**src/frt_pkg.sv**
```systemverilog
`timescale 1ns / 1ps
`default_nettype none
// ----------------------------------------------------------------------------
// frt_pkg
// shared types and codes for the fragment reassembly tracker
// ----------------------------------------------------------------------------
package frt_pkg;

  localparam int POS_W  = 12;
  localparam int ID_W   = 16;
  localparam int OFF_W  = 11;
  localparam int DATA_W = 8;

  // input commands
  localparam logic CMD_WRITE = 1'b0;
  localparam logic CMD_READ  = 1'b1;

  // result kinds
  localparam logic KIND_STATUS = 1'b0;
  localparam logic KIND_READ   = 1'b1;

  // status codes
  localparam logic [1:0] STAT_OK       = 2'd0;
  localparam logic [1:0] STAT_BEYOND   = 2'd1;
  localparam logic [1:0] STAT_OVERFLOW = 2'd2;

  typedef struct packed {
    logic [POS_W-1:0] s;
    logic [POS_W-1:0] e;
    logic             v;
  } range_t;

  typedef enum logic [1:0] {
    PH_HOLD,
    PH_MERGE,
    PH_PLACE,
    PH_COMPACT
  } phase_t;

  typedef struct packed {
    phase_t phase;
    logic   clear;
    range_t probe;
  } cell_ctl_t;

  typedef enum logic [2:0] {
    ST_IDLE,
    ST_CHECK,
    ST_MERGE,
    ST_PLACE,
    ST_COMPACT,
    ST_FINISH
  } state_t;

endpackage : frt_pkg
`default_nettype wire

```
**src/frt_cell.sv**
```systemverilog
`timescale 1ns / 1ps
`default_nettype none
// ----------------------------------------------------------------------------
// frt_cell
// one entry of the range list with its wavefront carry register
// ----------------------------------------------------------------------------
module frt_cell (
  input  wire logic              clk,
  input  wire logic              rst_n,
  input  wire frt_pkg::cell_ctl_t ctl,
  input  wire frt_pkg::range_t   carry_in,
  output frt_pkg::range_t        carry_out,
  input  wire frt_pkg::range_t   right_in,
  input  wire logic              pre_in,
  output logic                   pre_out,
  output frt_pkg::range_t        ent_out,
  output logic                   hit
);

  frt_pkg::range_t ent_r, ent_nxt;
  frt_pkg::range_t car_r, car_nxt;

  assign pre_out   = pre_in | ~ent_r.v;
  assign ent_out   = ent_r;
  assign carry_out = car_r;
  assign hit = ent_r.v && (ent_r.s <= ctl.probe.e) && (ent_r.e >= ctl.probe.s);

  always_comb begin
    ent_nxt = ent_r;
    car_nxt = carry_in;
    unique case (ctl.phase)
      frt_pkg::PH_MERGE: begin
        // absorb an overlapping or touching entry into the carry
        if (carry_in.v && ent_r.v && (ent_r.s <= carry_in.e) && (ent_r.e >= carry_in.s)) begin
          ent_nxt.v = 1'b0;
          car_nxt.s = (ent_r.s < carry_in.s) ? ent_r.s : carry_in.s;
          car_nxt.e = (ent_r.e > carry_in.e) ? ent_r.e : carry_in.e;
        end
      end
      frt_pkg::PH_PLACE: begin
        if (carry_in.v) begin
          if (!ent_r.v) begin
            ent_nxt   = carry_in;
            car_nxt.v = 1'b0;
          end else if (ent_r.e >= carry_in.s) begin
            // entry lies after the carry: swap and push it right
            ent_nxt = carry_in;
            car_nxt = ent_r;
          end
        end
      end
      frt_pkg::PH_COMPACT: begin
        if (pre_out) begin
          ent_nxt = right_in;
        end
      end
      frt_pkg::PH_HOLD: begin
      end
      default: begin
      end
    endcase
    if (ctl.clear) begin
      ent_nxt.v = 1'b0;
    end
  end

  always_ff @(posedge clk) begin
    if (!rst_n) begin
      ent_r.v <= 1'b0;
      car_r.v <= 1'b0;
    end else begin
      ent_r <= ent_nxt;
      car_r <= car_nxt;
    end
  end

endmodule : frt_cell
`default_nettype wire

```
**config.mk**
```make
export PLATFORM = sky130hd
export DESIGN_NAME = frt_cell
export DESIGN_NICKNAME = d
export VERILOG_FILES = /design/src/frt_pkg.sv /design/src/frt_cell.sv
export SDC_FILE = /design/constraint.sdc
export NUM_CORES = 1
export LEC_CHECK = 0
export ABC_CLOCK_PERIOD_IN_PS = 6500
export BUFFER_PORTS_ARGS = -buffer_cell sky130_fd_sc_hd__buf_2
export CAP_MARGIN = 20
export CORE_MARGIN = 3
export CORE_UTILIZATION = 45
export CTS_BUF_LIST = sky130_fd_sc_hd__clkbuf_2
export DETAILED_ROUTE_END_ITERATION = 10
export PLACE_DENSITY = 0.73
export SLEW_MARGIN = 40
export SYNTH_ARGS = -nofsm -noshare
export SYNTH_HDL_FRONTEND = slang
export SYNTH_SLANG_ARGS = --single-unit
```
**constraint.sdc**
```tcl
create_clock -name clk -period 6.5 [get_ports clk]
set_input_delay 0.975 -clock clk [delete_from_list [all_inputs] [get_ports clk]]
set_output_delay 0.975 -clock clk [all_outputs]
set_load 0.05 [all_outputs]
```
==> results of run 1 <==
[registers in the layout (all words and copies together) (netlist names)]
name / flops
carry_out: 25
ent_out: 25
[report_power, final]
group / internal (mW) / total (mW) / switching (mW)
clock network: 0.0637 / 0.167 / 0.103
registers: 0.377 / 0.389 / 0.0126
logic: 0.0847 / 0.239 / 0.155
[through the flow]
stage	std cells	setup WS [ns]	cell area, um^2
finish	625	2.80	4740
global route	625	2.62	4740
CTS	625	2.77	4740
detailed placement	617	2.78	4680
global placement	617	2.61	4670
floorplan	389	2.84	3920
[worst min-delay path, stage by stage, from the launching register on]
cell     delay (ns)
dfxtp_1        0.48
inv_1          0.12
a21oi_1        0.06
[cells in the final DEF, fill, tap and decap left out, types with 2 or more instances in the layout]
master      n
a21oi_2     3
a31oi_1     3
nor2b_1     4
mux2_2      2
o21a_1      3
nand2b_1    6
a21o_1     10
edfxtp_1   48
inv_1      56
a22o_2      5
clkbuf_2    5
a21oi_1    23
or2_2       2
buf_2     131
a22o_1     20
o211ai_1    5
ha_1       74
clkinv_2    2
nor3_1      3
nand3_1     7
dfxtp_1     2
o21ai_0    29
buf_4       2
nand2_1    35
nand4_1    13
a211oi_1    2
nor2_1      5
[worst paths after layout]
path / startpoint / to / slack [ns]
max reg2reg: ent_out[12] / ent_out[4] / 3.49
min reg2reg: ent_out[0] / carry_out[0] / 0.66
min: ent_out[0] / carry_out[0] / 0.66
max: ctl[2] / hit / 2.80
[layer usage]
layer / up-vias / global-route usage, %
met3: 6 / 3.93
met4: 0 / 3.99
li1: 1706 / -
met2: 121 / 34.8
met5: - / 0
met1: 1629 / 27.8
[final cells by class]
class                   count  area [um^2]
fillers                   768         3600
well taps                 105          131
inverters                  56          210
clock buffers               5         25.0
flip-flops and latches     50         1480
repair buffers            133          671
multi-input cells         273         2180
clock inverters             3         40.0
[kinds of logic (layout without fill, tap and decap cells)]
kind of cell               count (synthesis)  count (layout)  synth area share (%)
muxes                                      3               3                 0.830
and+or+nand+nor                           83              83                  10.8
buffers and inverters                     66             197                  6.77
DFF                                       50              50                  37.8
AOI/OAI and AO/OA                        113             113                  20.1
adders and majority gates                 74              74                  23.6
[synth_stat cells, types with 3 or more instances]
master	n	area, um^2
nand4_1	13	81.3
a22o_2	5	50.1
a31oi_1	3	18.8
nor3_1	3	15.0
a21o_1	10	75.1
nand3_1	7	35.0
o211ai_1	5	37.5
edfxtp_1	48	1440
o21ai_0	29	145
clkbuf_1	5	18.8
a21oi_1	26	130
nor2_1	5	18.8
nand2b_1	6	37.5
ha_1	74	926
o21a_1	3	22.5
nand2_1	35	131
inv_1	56	210
nor2b_1	4	25.0
a22o_1	20	175
==> results.toml, run 1 <==
[route]
met2_length_mm = 4.78
highest_layer = "met4"
drt-vias-per-instance = 5.54
drc = 0
firstDrtPassIters = 4
drt_iter0_drc = 118
vias = 3462
wl_mm = 10.1
wl_per_cell_um = 16.2
met3WireLength_um = 753
wl_met1_mm = 4.56
ant_nets = 0

[worst_hold_path]
whs_path_depth = 2
hold_path.class = "flip-flop to flip-flop"

[floorplanning]
floorplan.io_pins = 133
dieHeight_um = 99.3
core_area_mm2 = 0.00834
num_rows = 33
die_w_um = 99.3
dieArea_mm2 = 0.00986
start_util_pct = 47.0

[layout]
nets = 674
antenna_cells = 0
syn_to_final_growth_pct = 21.0
post-route-util_pct = 56.9
drive_above_1_share_pct = 30.6

[placed_design]
port_buffers = 131
gp_congestion = 0.848
place_hpwl_mm = 8.30

[power_and_ir_drop]
pwr_density_cell_mw_per_mm2 = 168
p_leak_nw = 2.40
power_mw = 0.796
peakVddDrop_mv = 0.0766

[clocking]
cts.sinks = 50
holdBufCountCts = 0
post-cts-setup-buffer-count = 0
cts.path.max_buffers = 2
post_cts_resized = 0
cts_buffers = 5
h-tree-depth = 2
cts_tree = "built"
cts_root_buf = "clkbuf_2"
worstSkewPairLatency_ns = 0.45
clk_pin_slew_ns = 0.24

[global_route]
track_usage_pct = 20.6
overflow = 0
grt_pass1_wl_mm = 16.2
grt_pass1_vias = 3398
grt_max_degree = 49
antenna_found_initial = 0

[yosys]
synth.cell_area_mm2 = 0.00392
ys_warn_count = 0
ys_seq_area_share_pct = 37.8
synth-async-reset-ratio_pct = 0
synth-seq-cells = 50
synth_edf_count = 48
synth_cell_types = 45
synth_cells = 389
syn_area_per_cell_um2 = 10.1
synth_flop_cell = "edfxtp_1"
syn_nets = 544

[status]
status = "finished, final reports clean"

[critical_path]
crit_type = "input port to output port"
slowest_delay_ns = 0.29
required_ns = 5.52
critPathArrivalTime_ns = 2.72
start_kind = "input port"
crit_path_max_fanout = 2
slowest_stage = "ha_1"
path_cells = "buf_2 > inv_1 > ha_1 > nor2b_1 > o21ai_0 > nand2b_1 > a21oi_1 > o221ai_1 > o21ai_0 > o211a_1 > buf_2"
worst-path-stages = 11
worstSetupEndpointType = "output port"
worst_r2r_path_depth = 6
critPathBufInv = 3
crit_family = "compound AO/OA/AOI/OAI gates"

[run]
cap_violations = 0

[timing]
max_slew_margin_pct = 49.7
hold_slack_ns = 0.661
setup_violations = 0
drv_slew = 0
worst_slew_pin_slew_ns = 0.754
setup_tns_ns = 0
period_needed_ns = 3.70
hold_viol = 0
fmax_ghz = 0.270
rsz0062_at_grt = "false"
fin_crit_sh_pct = 56.9
clock_skew_ns = 0.0199
(Power assumes the default switching activity.)
==> run 2: changes to the inputs <==
--- a/config.mk
+++ b/config.mk
@@ -5,14 +5,14 @@
 export SDC_FILE = /design/constraint.sdc
 export NUM_CORES = 1
 export LEC_CHECK = 0
-export ABC_CLOCK_PERIOD_IN_PS = 6500
+export ABC_CLOCK_PERIOD_IN_PS = 3200
 export BUFFER_PORTS_ARGS = -buffer_cell sky130_fd_sc_hd__buf_2
 export CAP_MARGIN = 20
 export CORE_MARGIN = 3
 export CORE_UTILIZATION = 45
 export CTS_BUF_LIST = sky130_fd_sc_hd__clkbuf_2
 export DETAILED_ROUTE_END_ITERATION = 10
-export PLACE_DENSITY = 0.73
+export PLACE_DENSITY = 0.76
 export SLEW_MARGIN = 40
 export SYNTH_ARGS = -nofsm -noshare
 export SYNTH_HDL_FRONTEND = slang
==> constraint.sdc (replaced) <==
create_clock -name clk -period 3.2 [get_ports clk]
set_input_delay 0.48 -clock clk [delete_from_list [all_inputs] [get_ports clk]]
set_output_delay 0.48 -clock clk [all_outputs]
set_load 0.05 [all_outputs]
==> results.toml, run 2 (same netlist as run 1, synthesis figures left out) <==
[global_route]
antenna_found_initial = 0
grt_max_degree = 32
overflow = 0
track_usage_pct = 21.3
grt_pass1_wl_mm = 16.7
grt_pass1_vias = 3453

[power_and_ir_drop]
pwr-share-comb_pct = 31.7
peakVddDrop_mv = 0.159
pwr_density_cell_mw_per_mm2 = 333
switching_share_pct = 33.9
p_int_mw = 1.09
power_mw = 1.65
p_clk_share_pct = 20.9
p_leak_nw = 2.53
switchingPower_mw = 0.558
seq_power_share_pct = 47.4

[timing]
hold_viol = 0
drv_slew = 0
setup_tns_ns = 0
fin_crit_sh_pct = 95.1
fmax_ghz = 0.329
setup_violations = 0
worst_slew_pin_slew_ns = 0.678
rsz0062_at_grt = "false"
max_slew_margin_pct = 54.8
period_needed_ns = 3.04
clock_skew_ns = 0.0340

[worst_hold_path]
hold_end = "ent_out[22]"
hold_start = "right_in[22]"
whs_path_depth = 3
hold_path.class = "input port to flip-flop"

[floorplanning]
die_w_um = 99.3
start_util_pct = 47.0
core_area_mm2 = 0.00834
floorplan.io_pins = 133
num_rows = 33
dieHeight_um = 99.3
dieArea_mm2 = 0.00986

[route]
wl_mm = 10.7
firstDrtPassIters = 4
drt_iter0_drc = 249
vias = 3533
ant_nets = 0
wl_per_cell_um = 16.3
drt-vias-per-instance = 5.42
drc = 0

[critical_path]
critPathArrivalTime_ns = 2.56
worst_r2r_path_depth = 8
r2r_setup_slack_ns = 0.30
crit_path_max_fanout = 4
worstSetupEndpointType = "output port"
required_ns = 2.72
crit_type = "flip-flop to output port"
reg2reg_from = "ent_out[20]"
start_kind = "flip-flop"
r2r-end = "carry_out[14]"

[placed_design]
gp_congestion = 0.880
dp.cells = 643
port_buffers = 131
place_hpwl_mm = 8.74

[layout]
syn_to_final_growth_pct = 26.3
nets = 701
antenna_cells = 0
drive_above_1_share_pct = 34.0
final_common_cell = "buf_2"
post-route-util_pct = 59.3
layoutNonFillerInstCount = 652
multi_input_area_mm2 = 0.00219
final_cell_mix = "130 x buf_2, 74 x ha_1, 56 x inv_1, 48 x edfxtp_1, 35 x nand2_1"
nFillCells = 759
seqCellArea_mm2 = 0.00148

[clocking]
cts_tree = "built"
holdBufCountCts = 0
worstSkewPairLatency_ns = 0.46
clk_pin_slew_ns = 0.28
cts.sinks = 50
cts_buffers = 5
cts.path.max_buffers = 2
cts_root_buf = "clkbuf_2"
h-tree-depth = 2

[status]
status = "finished, final reports clean"

[run]
cap_violations = 0
==> run 2: changes by cell type in the layout (fill, tap and decap cells not counted), sizes merged <==
cell,before,now
buf,133,159
clkbuf,5,7
clkinv,2,1
==> run 2: power groups by stage <==
stage	registers, mW	clock network [mW]	logic, mW
6_report	0.782	0.344	0.522
5_1_grt	0.786	0.371	0.575
4_1_cts	0.782	0.350	0.524
3_5_place_dp	0.797	0	0.522
3_3_place_gp	0.796	0	0.505
2_1_floorplan	0.923	0	0.210
==> run 2: how the worst max path moves through the flow <==
stage | startpoint | to | slack (ns) | depth (start not counted)
4_1_cts | ent_out[22] | hit | 0.02 | 9
5_1_grt | ent_out[1] | hit | 0.006 | 10
6_report | ent_out[22] | hit | 0.16 | 9
2_1_floorplan | ent_out[1] | ent_out[10] | 0.22 | 7
3_5_place_dp | carry_in[2] | carry_out[1] | 0.11 | 12
3_3_place_gp | carry_in[2] | carry_out[2] | -0.08 | 11
==> run 2: repair_timing <==
item / in CTS / in global routing
resized for setup: 1 / 2
endpoints found under the setup margin: 1 / 1
buffers inserted: 0 / 1
endpoints found under the hold margin: 0 / 0
==> run 2: worst max-delay path, cell delays in order (launching register included) <==
cell and delay (ns):
edfxtp_1 0.49, buf_4 0.18, ha_1 0.29, a21o_1 0.16, a21o_1 0.16, a21oi_1 0.15, o221ai_1 0.14, o21ai_2 0.12
o211a_1 0.18, clkbuf_4 0.22
==> run 2: layout make-up <==
class	instances	area share, %
Clock buffer	6	0.607
Clock inverter	2	0.683
Inverter	56	4.25
Multi-Input combinational cell	273	44.2
Sequential cell	50	29.9
Tap cell	105	2.65
Timing Repair Buffer	160	17.7
==> run 2: routing by layer <==
metal	vias up	wire [um]	global-route usage, %	part of all wire (%)
li1	1760	-	-	-
met1	1620	4580	27.7	43
met2	142	5010	37.0	47
met3	11	955	3.79	9.0
met4	0	122	4.94	1.1
met5	-	0	0	0
==> run 2: stage by stage <==
stage | hold WS (ns) | area (um^2) | setup WS, ns
floorplan | 0.592 | 3920 | 0.218
global placement | 0.600 | 4860 | -0.0794
detailed placement | 0.611 | 4870 | 0.109
CTS | 0.259 | 4940 | 0.0187
global route | 0.245 | 4950 | 0.00603
finish | 0.275 | 4950 | 0.156
